--- src/rtl/mmtp_pkg.sv ---
`default_nettype none
// ----------------------------------------------------------------------------
// MMTP header parser package
// Shared constants for the byte-serial MMTP packet header parser: result
// kinds, fixed header length and a byte-placement helper.
// ----------------------------------------------------------------------------
package mmtp_pkg;

  localparam int unsigned HEADER_LEN = 12;
  localparam int unsigned POS_W      = 4;

  localparam logic [5:0] PKT_TYPE_MASK = 6'h3F;

  // Result kinds.
  localparam logic [2:0] KIND_HDR   = 3'd0;
  localparam logic [2:0] KIND_DONE  = 3'd1;
  localparam logic [2:0] KIND_EXT   = 3'd2;
  localparam logic [2:0] KIND_PAY   = 3'd3;
  localparam logic [2:0] KIND_LAST  = 3'd4;
  localparam logic [2:0] KIND_SHORT = 3'd5;
  localparam logic [2:0] KIND_NOPAY = 3'd6;

  // Merge one byte into a big-endian 32-bit word; slot 0 is the top byte.
  function automatic logic [31:0] place_byte(input logic [31:0] word,
                                             input logic [1:0]  slot,
                                             input logic [7:0]  data);
    logic [31:0] merged;
    merged = word;
    case (slot)
      2'd0:    merged[31:24] = word[31:24] | data;
      2'd1:    merged[23:16] = word[23:16] | data;
      2'd2:    merged[15:8]  = word[15:8]  | data;
      default: merged[7:0]   = word[7:0]   | data;
    endcase
    return merged;
  endfunction

endpackage
`default_nettype wire

--- src/rtl/mmtp_header_parser.sv ---
`default_nettype none
// ----------------------------------------------------------------------------
// MMTP packet header parser
// Byte-serial parser that unpacks the MMTP fixed header, the optional packet
// counter and the optional extension header, and passes extension and
// payload bytes through with one result item per input byte.
// ----------------------------------------------------------------------------
// Usage:
//   Input channel (in_valid/in_ready) carries one packet byte per item, with
//   end_of_packet set on the final byte of each packet. Output channel
//   (out_valid/out_ready) returns exactly one result item per input item:
//   a kind code, all header fields received so far and the passed byte.
//   The result is registered: the result of an item accepted at one edge is
//   valid after that edge. Throughput is one item per cycle while the
//   receiver keeps out_ready high; the only storage between the channels is
//   the result register, so in_ready follows out_ready whenever a result is
//   pending. If the receiver stalls, the result register holds its item and
//   in_ready drops until it is taken; no item is lost or repeated.
//   Reset clears the parse state to the start of a packet and empties the
//   result register; the result fields carry no meaning until out_valid rises.
//   After any byte flagged end_of_packet the next byte starts a new packet.
// ----------------------------------------------------------------------------
module mmtp_header_parser (
  input  wire logic        clk,
  input  wire logic        rst,
  input  wire logic        in_valid,
  output logic             in_ready,
  input  wire logic [7:0]  in_byte,
  input  wire logic        end_of_packet,
  output logic             out_valid,
  input  wire logic        out_ready,
  output logic [2:0]       kind,
  output logic [1:0]       version,
  output logic [1:0]       fec_code,
  output logic [2:0]       flag_bits,
  output logic [5:0]       pkt_type,
  output logic [15:0]      pkt_id,
  output logic [31:0]      timestamp,
  output logic [31:0]      sequence_number,
  output logic [31:0]      packet_count,
  output logic [15:0]      extension_type,
  output logic [15:0]      ext_length,
  output logic [7:0]       out_byte
);

  typedef enum logic [2:0] {
    PH_FIXED,
    PH_COUNTER,
    PH_EXTHDR,
    PH_EXTBYTES,
    PH_PAYLOAD
  } phase_t;

  phase_t                         phase, phase_next;
  logic [mmtp_pkg::POS_W-1:0]     byte_position, byte_position_next;
  logic [15:0]                    extension_remaining, extension_remaining_next;
  logic [31:0]                    hdr0, hdr0_next;
  logic [31:0]                    hdr1, hdr1_next;
  logic [31:0]                    hdr2, hdr2_next;
  logic [31:0]                    cnt_word, cnt_word_next;
  logic [31:0]                    ext_word, ext_word_next;
  logic [2:0]                     kind_next;
  logic [7:0]                     out_byte_next;

  logic                           in_fire;
  logic [mmtp_pkg::POS_W-1:0]     pos;
  logic                           go_counter, go_exthdr, complete;

  assign in_ready = !out_valid || out_ready;
  assign in_fire  = in_valid && in_ready;

  always_comb begin
    phase_next               = phase;
    byte_position_next       = byte_position;
    extension_remaining_next = extension_remaining;
    hdr0_next                = hdr0;
    hdr1_next                = hdr1;
    hdr2_next                = hdr2;
    cnt_word_next            = cnt_word;
    ext_word_next            = ext_word;
    kind_next                = mmtp_pkg::KIND_HDR;
    out_byte_next            = 8'd0;
    go_counter               = 1'b0;
    go_exthdr                = 1'b0;
    complete                 = 1'b0;
    pos                      = byte_position;

    case (phase)
      PH_COUNTER, PH_EXTHDR: begin
        pos = {2'b00, byte_position[1:0]};
        if (phase == PH_COUNTER) begin
          cnt_word_next = mmtp_pkg::place_byte(cnt_word, pos[1:0], in_byte);
        end else begin
          ext_word_next = mmtp_pkg::place_byte(ext_word, pos[1:0], in_byte);
        end
        if (pos[1:0] == 2'd3) begin
          if (phase == PH_COUNTER && hdr0[25]) begin
            go_exthdr = 1'b1;
          end else begin
            complete = 1'b1;
          end
        end else if (end_of_packet) begin
          kind_next          = mmtp_pkg::KIND_SHORT;
          phase_next         = PH_FIXED;
          byte_position_next = '0;
        end else begin
          byte_position_next = pos + mmtp_pkg::POS_W'(1);
        end
      end
      PH_EXTBYTES: begin
        out_byte_next = in_byte;
        if (extension_remaining != 16'd0) begin
          extension_remaining_next = extension_remaining - 16'd1;
        end
        kind_next = mmtp_pkg::KIND_EXT;
        if (end_of_packet) begin
          kind_next = (extension_remaining_next != 16'd0) ? mmtp_pkg::KIND_SHORT
                                                          : mmtp_pkg::KIND_NOPAY;
          phase_next         = PH_FIXED;
          byte_position_next = '0;
        end else if (extension_remaining_next == 16'd0) begin
          phase_next = PH_PAYLOAD;
        end
      end
      PH_PAYLOAD: begin
        out_byte_next = in_byte;
        if (end_of_packet) begin
          kind_next          = mmtp_pkg::KIND_LAST;
          phase_next         = PH_FIXED;
          byte_position_next = '0;
        end else begin
          kind_next = mmtp_pkg::KIND_PAY;
        end
      end
      default: begin
        // Fixed header; unused phase codes restart here at position zero.
        if (phase != PH_FIXED ||
            byte_position >= mmtp_pkg::POS_W'(mmtp_pkg::HEADER_LEN)) begin
          pos = '0;
        end
        if (pos == '0) begin
          hdr0_next                = 32'd0;
          hdr1_next                = 32'd0;
          hdr2_next                = 32'd0;
          cnt_word_next            = 32'd0;
          ext_word_next            = 32'd0;
          extension_remaining_next = 16'd0;
        end
        case (pos[3:2])
          2'd0:    hdr0_next = mmtp_pkg::place_byte(hdr0_next, pos[1:0], in_byte);
          2'd1:    hdr1_next = mmtp_pkg::place_byte(hdr1_next, pos[1:0], in_byte);
          default: hdr2_next = mmtp_pkg::place_byte(hdr2_next, pos[1:0], in_byte);
        endcase
        if (pos == mmtp_pkg::POS_W'(mmtp_pkg::HEADER_LEN - 1)) begin
          if (hdr0_next[29]) begin
            go_counter = 1'b1;
          end else if (hdr0_next[25]) begin
            go_exthdr = 1'b1;
          end else begin
            complete = 1'b1;
          end
        end else if (end_of_packet) begin
          kind_next          = mmtp_pkg::KIND_SHORT;
          phase_next         = PH_FIXED;
          byte_position_next = '0;
        end else begin
          phase_next         = PH_FIXED;
          byte_position_next = pos + mmtp_pkg::POS_W'(1);
        end
      end
    endcase

    // Transition out of a finished header part.
    if (complete) begin
      extension_remaining_next = hdr0_next[25] ? ext_word_next[15:0] : 16'd0;
      byte_position_next       = '0;
      if (end_of_packet) begin
        kind_next  = (extension_remaining_next != 16'd0) ? mmtp_pkg::KIND_SHORT
                                                         : mmtp_pkg::KIND_NOPAY;
        phase_next = PH_FIXED;
      end else begin
        kind_next  = mmtp_pkg::KIND_DONE;
        phase_next = (extension_remaining_next != 16'd0) ? PH_EXTBYTES : PH_PAYLOAD;
      end
    end else if (go_counter || go_exthdr) begin
      byte_position_next = '0;
      if (end_of_packet) begin
        kind_next  = mmtp_pkg::KIND_SHORT;
        phase_next = PH_FIXED;
      end else begin
        kind_next  = mmtp_pkg::KIND_HDR;
        phase_next = go_counter ? PH_COUNTER : PH_EXTHDR;
      end
    end
  end

  always_ff @(posedge clk) begin
    if (rst) begin
      phase               <= PH_FIXED;
      byte_position       <= '0;
      extension_remaining <= 16'd0;
      hdr0                <= 32'd0;
      hdr1                <= 32'd0;
      hdr2                <= 32'd0;
      cnt_word            <= 32'd0;
      ext_word            <= 32'd0;
      out_valid           <= 1'b0;
    end else begin
      if (in_fire) begin
        phase               <= phase_next;
        byte_position       <= byte_position_next;
        extension_remaining <= extension_remaining_next;
        hdr0                <= hdr0_next;
        hdr1                <= hdr1_next;
        hdr2                <= hdr2_next;
        cnt_word            <= cnt_word_next;
        ext_word            <= ext_word_next;
        out_valid           <= 1'b1;
      end else if (out_ready) begin
        out_valid <= 1'b0;
      end
    end
  end

  // Result payload registers; loaded with each accepted item.
  always_ff @(posedge clk) begin
    if (in_fire) begin
      kind            <= kind_next;
      version         <= hdr0_next[31:30];
      fec_code        <= hdr0_next[28:27];
      flag_bits       <= {hdr0_next[29], hdr0_next[25], hdr0_next[24]};
      pkt_type        <= hdr0_next[21:16] & mmtp_pkg::PKT_TYPE_MASK;
      pkt_id          <= hdr0_next[15:0];
      timestamp       <= hdr1_next;
      sequence_number <= hdr2_next;
      packet_count    <= cnt_word_next;
      extension_type  <= ext_word_next[31:16];
      ext_length      <= ext_word_next[15:0];
      out_byte        <= out_byte_next;
    end
  end

`ifndef ASSERT_OFF
  a_pos_in_header: assert property (@(posedge clk) disable iff (rst)
    byte_position < mmtp_pkg::POS_W'(mmtp_pkg::HEADER_LEN))
    else $error("byte position ran past the fixed header");

  a_ext_pending: assert property (@(posedge clk) disable iff (rst)
    phase == PH_EXTBYTES |-> extension_remaining != 16'd0)
    else $error("extension phase entered with nothing left to pass");

  a_end_restarts: assert property (@(posedge clk) disable iff (rst)
    in_fire && end_of_packet |=> phase == PH_FIXED && byte_position == '0)
    else $error("parser did not restart after the final byte of a packet");

  a_fire_gives_result: assert property (@(posedge clk) disable iff (rst)
    in_fire |=> out_valid)
    else $error("accepted item produced no result");

  a_header_no_byte: assert property (@(posedge clk) disable iff (rst)
    out_valid && (kind == mmtp_pkg::KIND_HDR || kind == mmtp_pkg::KIND_DONE)
      |-> out_byte == 8'd0)
    else $error("header result carries a passed byte");
`endif

endmodule
`default_nettype wire

--- config.mk ---
export PLATFORM = sky130hd
export DESIGN_NAME = mmtp_header_parser
export DESIGN_NICKNAME = d
export VERILOG_FILES = /design/src/rtl/mmtp_pkg.sv /design/src/rtl/mmtp_header_parser.sv
export SDC_FILE = /design/constraint.sdc
export NUM_CORES = 1
export LEC_CHECK = 0
export BUFFER_PORTS_ARGS = -buffer_cell sky130_fd_sc_hd__buf_2
export CORE_UTILIZATION = 34
export DETAILED_ROUTE_END_ITERATION = 8
export HOLD_SLACK_MARGIN = 0.03
export PLACE_DENSITY_LB_ADDON = 0.2
export SLEW_MARGIN = 40
export SYNTH_ARGS = -nofsm -noshare
export SYNTH_HDL_FRONTEND = slang
export SYNTH_SLANG_ARGS = --single-unit
--- constraint.sdc ---
create_clock -name clk -period 15.2 [get_ports clk]
set_input_delay 4.56 -clock clk [delete_from_list [all_inputs] [get_ports clk]]
set_output_delay 4.56 -clock clk [all_outputs]
set_load 0.02 [all_outputs]
## Word level (Yosys, flattened, before mapping)

Cells that the tools add are included.

- Flip-flop bits (word level): 352
- Output and inout bits: 170
- Logic and storage cells: 187

- Add/subtract/negate cells: 3
- $lt $le $gt $ge: 1
- Equality and inequality tests: 17
- Multiplexer cells: 95
- Bitwise operators: 21
- Reduce and logical (&&, ||, !) cells: 28

Operator list:

| cell | count |
|---|---|
| $mux 32 | 17 |
| $mux 8 | 20 |
| $or 8x8->8 | 20 |
| $pmux 32 s2 | 2 |
| $mux 16 | 5 |
| $mux 3 | 18 |
| $reduce_bool 16->1 | 3 |
| $mux 4 | 8 |
| $pmux 16 s2 | 1 |
| $pmux 3 s3 | 2 |
| $logic_not 16->1 | 1 |
| $sub 16x1->16 const B | 1 |
| $mux 1 | 15 |
| $reduce_or 3->1 | 3 |
| $mux 2 | 4 |
| $pmux 4 s2 | 1 |
| $reduce_and 4->1 | 2 |
| $eq 2x1->1 const B | 3 |
| $eq 2x2->1 const B | 3 |
| $eq 3x2->1 const B | 2 |
| $logic_not 2->1 | 3 |
| $ne 6x2->1 const B | 1 |
| $reduce_bool 3->1 | 2 |
| $reduce_or 2->1 | 3 |
| 21 further kinds | 25 |

## Longest topological paths before layout

Gate-level depths: netlist of the first run.

- Depth in word-level cells: 18
- Gate-level depth with buffers: 15
- Gate-level depth less buffers: 12

## Worst setup path before layout of the first run

Ideal clock, no wire load.

- Path kind: input to register
- From: input out_ready
- To: register ext_length[0] (enable)
- Setup time: 0.598 ns
- Arrival time: 10.081 ns
- Data required time: 14.602 ns
- Path slack: 4.521 ns
- Stages: 5
- Path buffers: 2
- Cell sequence: nand2b_1 nand2_1 inv_1 clkbuf_1 clkbuf_1

- Cells in the longest elaborated chain, start to end: 2

RTL lines:

| element | line | RTL |
|---|---|---|
| start, declared | mmtp_header_parser.sv:31 | `input wire logic out_ready,` |
| $logic_or 1x1->1 | mmtp_header_parser.sv:69 | `assign in_ready = !out_valid \|\| out_ready;` |
| $logic_and 1x1->1 | mmtp_header_parser.sv:70 | `assign in_fire = in_valid && in_ready;` |
| named net in_fire | mmtp_header_parser.sv:65 | `logic in_fire;` |
| end signal, assigned | mmtp_header_parser.sv:238 | `ext_length <= ext_word_next[15:0];` |
| end, declared | mmtp_header_parser.sv:42 | `output logic [15:0] ext_length,` |

The timed path passes the listed nets, and every way through them passes these cells.
A chain may end at the register's enable or synchronous reset.

## Worst setup path in the final report of the first run

- From: input out_ready
- To: output in_ready

- Cells in the longest elaborated chain, start to end: 1

RTL lines:

| element | line | RTL |
|---|---|---|
| $logic_or 1x1->1 | mmtp_header_parser.sv:69 |  |
| end, declared | mmtp_header_parser.sv:27 | `output logic in_ready,` |

No other way between the ends.

==> impl_metrics.ini, run 1 <==
[die]
num_rows = 75
die_area_um2 = 43300
die_h_um = 208
start_util = 0.344
die_width_um = 208
core_area_um2 = 41900
top_level_ports = 183

[timing]
setup_viol = 0
max_slew_margin = 0.437
period_share = 0.631
min_period_ps = 9600
hold_viol = 0
rsz0062_at_grt = false
final.setup_skew_ps = 12.6
fmax_mhz = 104
tns_ps = 0
slew_viol_final = 0
tightest_slew_ps = 844

[route]
routed_wl_um = 42500
drt_iter0_drc = 889
vias = 11500
via_per_inst = 5.44
drtPass1Iterations = 5
drc = 0
post_drt_wl_per_cell_um = 20.1
postRouteAntennaNets = 0

[worst_setup_path]
path_class = in2out
required_ps = 10640
r2r_cells = 10
crit_fanout = 3
cp.arrival_ps = 5040
worstSetupEndpointType = output port
crit_path_start_kind = input pin

[placement]
io_buffers = 182
dp_hpwl_um = 24700
place_area_um2 = 15700
place_congestion = 0.832

[cells_and_area]
final_area_um2 = 17000
area_growth_pct = 17.7
antenna_cells = 0
nets = 1573
drive_gt1_frac = 0.175

[cts]
clock_latency_ps = 560
clockRootBuffer = clkbuf_16
postCtsHoldBufs = 0
clk_pin_slew_worst_paths_ps = 60
post_cts_resized = 0
cts.sinks = 349
cts-buffers-inserted = 39
post_cts_buffers = 0
htree_num_levels = 2
ctsLongestPathBuffers = 3
cts_tree = done

[global_route]
grt_start_max_net_pins = 159
grt_pass1_wl_um = 64400
top_usage_layer = met2
gr-usage-met1 = 0.273
overflow = 0
use_met2 = 0.295
use_met3 = 0.0318
grt_pass1_vias = 10700
antenna_found_initial = 1
grt.total_usage = 0.192

[outcome]
status = finished clean

[synthesis]
syn_inst = 1441
synth_top_area_frac = 0.349
ys.flop_type = dfxtp_1
syn_avg_cell_area_um2 = 10.0
synthArstFlopShare = 0
synth_nets = 1466
yosys.cell_count.top_type = nand2_1
yosysWarningCount = 0
synth.area.top_cells = edfxtp_1, dfxtp_1, nand2_1
ys_seq_area_frac = 0.600
netlist_area_um2 = 14400
yosysUniqueCellTypes = 56
synth_top_area_cell = edfxtp_1
yosys_register_bits = 349
synth_edf_count = 168
synth_commonest_cells = nand2_1, a21oi_1, dfxtp_1

[run]
maxCapViolations = 0

[worst_hold_path]
hold_depth = 2
hold_class = reg2reg

[power_and_ir_drop]
leakagePower_nw = 6.13
power.density_nw_per_um2 = 132
ir_drop_v = 0.0000674
==> placed cells by master, fill, tap and decap left out, types with 7 or more instances in the layout <==
cell type,netlist,layout
buf_2,4,181
o21ai_0,13,13
and2_1,17,15
a22oi_1,10,10
clkbuf_1,108,10
ha_1,12,10
nand2b_1,9,9
nor2b_1,8,8
nor2_1,119,119
a32o_1,65,65
nand2_1,288,285
nor4_1,8,8
a22o_1,48,48
buf_4,0,8
nor3_1,39,39
inv_1,20,19
a211oi_1,18,18
a21oi_1,196,195
clkbuf_16,0,39
o32ai_1,7,7
dfxtp_1,181,181
edfxtp_1,168,168
nand3_1,7,7
==> power breakdown <==
part	total [W]	internal (W)	switching (W)
Clock	0.000943	0.000557	0.000386
Sequential	0.00104	0.00102	0.0000194
Combinational	0.000258	0.0000634	0.000195
==> logic make-up after synthesis <==
group / share of synthesized area
DFF: 0.600
buffers and inverters: 0.0392
muxes: 0.00277
AOI/OAI and AO/OA: 0.184
adders and majority gates: 0.0104
xor gates and xnor gates: 0.00364
and+or+nand+nor: 0.160
==> final cells by class <==
cell class	count	area, µm²
clock buffer	55	1100
clock inverter	17	173
fill	4077	24900
inverter	20	87.6
multi-input combinational	943	5260
sequential	349	8670
tap	539	674
timing repair buffer	195	1040
==> metrics by stage <==
step | setup WS [ps] | instances | hold slack (ps) | util | power (W)
2_1_floorplan | 4520 | 1441 | 436 | - | 0.00123
3_3_place_gp | 5610 | 2045 | 440 | 0.374 | 0.00131
3_5_place_dp | 5610 | 2045 | 446 | 0.375 | 0.00132
4_1_cts | 5600 | 2117 | 454 | 0.405 | 0.00226
5_1_grt | 5590 | 2118 | 469 | 0.405 | 0.00232
6_report | 5600 | 2118 | 453 | 0.405 | 0.00224
==> final timing paths <==
kind                                           startpoint                             endpoint  slack, ps
worst max register to register      phase[2]$_SDFFE_PP0P_  extension_remaining[2]$_SDFFE_PP0P_      11250
worst max-delay path                            out_ready                             in_ready       5600
worst min register to register  cnt_word[27]$_SDFFE_PP0P_            cnt_word[27]$_SDFFE_PP0P_        450
worst min-delay path            cnt_word[27]$_SDFFE_PP0P_            cnt_word[27]$_SDFFE_PP0P_        450
==> worst max-delay path, stage by stage <==
cell	delay, ps
buf_2	90
nand2b_1	200
buf_2	190
==> layer usage <==
layer  up-vias  wire length (µm)  part of all wire
met4         0              1100             0.026
met1      5717             19600              0.46
met2       340             19600              0.46
met3        73              2150             0.051
met5         -                 0                 0
li1       5402                 -                 -
==> flip-flops by register name, summed over array words and instances (netlist names), 4 cells and up <==
signal and flops:
byte_position 4, cnt_word 32, ext_length 16, ext_word 32, extension_remaining 16, extension_type 16
hdr0 29, hdr1 32, hdr2 32, out_byte 8, packet_count 32, pkt_id 16
pkt_type 6, sequence_number 32, timestamp 32
(Power assumes the default switching activity.)
==> run 2, diff against run 1 <==
- clock period: 15.2 -> 9.4 ns (I/O delays scaled with it)
==> impl_metrics.ini, run 2 (synthesis gave the netlist of run 1 again) <==
[die]
top_level_ports = 183
die_h_um = 208
die_width_um = 208
core_area_um2 = 41900
die_area_um2 = 43300
num_rows = 75
start_util = 0.344

[worst_hold_path]
hold_start = cnt_word[16]$_SDFFE_PP0P_
hold_end = cnt_word[16]$_SDFFE_PP0P_
hold_class = reg2reg
hold_depth = 2

[power_and_ir_drop]
power.density_nw_per_um2 = 214
ir_drop_v = 0.000102
leakagePower_nw = 6.15

[cells_and_area]
fin_cells = 2119
area_growth_pct = 18.2
nets = 1574
layout_commonest_cell = nand2_1
final_cell_mix = nand2_1, a21oi_1, dfxtp_1, buf_2, edfxtp_1
antenna_cells = 0
drive_gt1_frac = 0.178

[worst_setup_path]
slowest_delay_ps = 190
cp.arrival_ps = 3290
rrSetupSlack_ps = 5450
crit_fanout = 3
path_class = in2out
required_ps = 6580
r2r_cells = 11
r2r-end = extension_remaining[2]$_SDFFE_PP0P_
worstSetupEndpointType = output port
crit_path_start_kind = input pin
critical_path.cell_chain = buf_2, nand2b_1, buf_2
critPathSlowestCell = nand2b_1
crit_start = out_ready
r2r_start = phase[1]$_SDFFE_PP0P_
crit_top_cell = buf_2

[cts]
clock_latency_ps = 550
ctsLongestPathBuffers = 3
clockRootBuffer = clkbuf_16
cts_tree = done
clk_pin_slew_worst_paths_ps = 60
postCtsHoldBufs = 0
post_cts_buffers = 0
cts-buffers-inserted = 39
htree_num_levels = 2
cts.sinks = 349
post_cts_resized = 0

[route]
vias = 11500
via_per_inst = 5.41
drc = 0
post_drt_wl_per_cell_um = 20.0
drtPass1Iterations = 6
drt_iter0_drc = 906
postRouteAntennaNets = 0
routed_wl_um = 42400

[timing]
slew_viol_final = 0
hold_viol = 0
setup_viol = 0
fmax_mhz = 164
period_share = 0.650
min_period_ps = 6110
final.setup_skew_ps = 21.1
max_slew_margin = 0.434
tns_ps = 0
rsz0062_at_grt = false
tightest_slew_ps = 849

[global_route]
grt_pass1_wl_um = 64100
grt_pass1_vias = 10500
grt.total_usage = 0.190
overflow = 0
grt_start_max_net_pins = 118
antenna_found_initial = 0

[outcome]
status = finished clean

[run]
maxCapViolations = 0

[placement]
dp.cells = 2046
dp_hpwl_um = 24800
place_congestion = 0.859
io_buffers = 182
## run 2: stage by stage
step / util / worst slack, ps / total power, W / area, µm² / hold slack, ps
after floorplan: - / 461 / 0.00199 / 14400 / 436
after global placement: 0.374 / 3290 / 0.00213 / 15700 / 440
after detailed placement: 0.375 / 3290 / 0.00213 / 15700 / 446
after CTS: 0.407 / 3290 / 0.00369 / 17100 / 456
after global routing: 0.407 / 3270 / 0.00378 / 17100 / 467
final: 0.407 / 3290 / 0.00365 / 17100 / 452
## run 2: worst max-delay path: cells and delay by family
kind                   cells  cell delay, ps
buffers and inverters      2             280
and+or+nand+nor            1             190
## run 2: area by class of cell
class	instances	area [µm²]
multi-input cells	943	5270
clock inverters	16	158
well taps	539	674
fillers	4059	24900
clock buffers	56	1150
flip-flops and latches	349	8670
repair buffers	196	1070
inverters	20	82.6
## run 2: metal layers
metal	vias to the layer above	share of wire	routed length [µm]	global-route usage
met3	61	0.056	2360	0.0308
met1	5634	0.46	19600	0.274
li1	5408	-	-	-
met5	-	0	0	0
met2	368	0.46	19600	0.294
met4	0	0.021	874	0.0547
## run 2: how the worst max path moves through the flow
stage,depth (start not counted),to
2_1_floorplan,5,ext_length[0]$_DFFE_PP_
3_3_place_gp,3,in_ready
3_5_place_dp,3,in_ready
4_1_cts,3,in_ready
5_1_grt,3,in_ready
6_report,3,in_ready
## run 2: where the power goes
group,switching [W],internal [W],leakage (nW)
Sequential,0.0000313,0.00165,3.16
Combinational,0.000316,0.000104,2.35
Clock,0.000631,0.000915,0.638
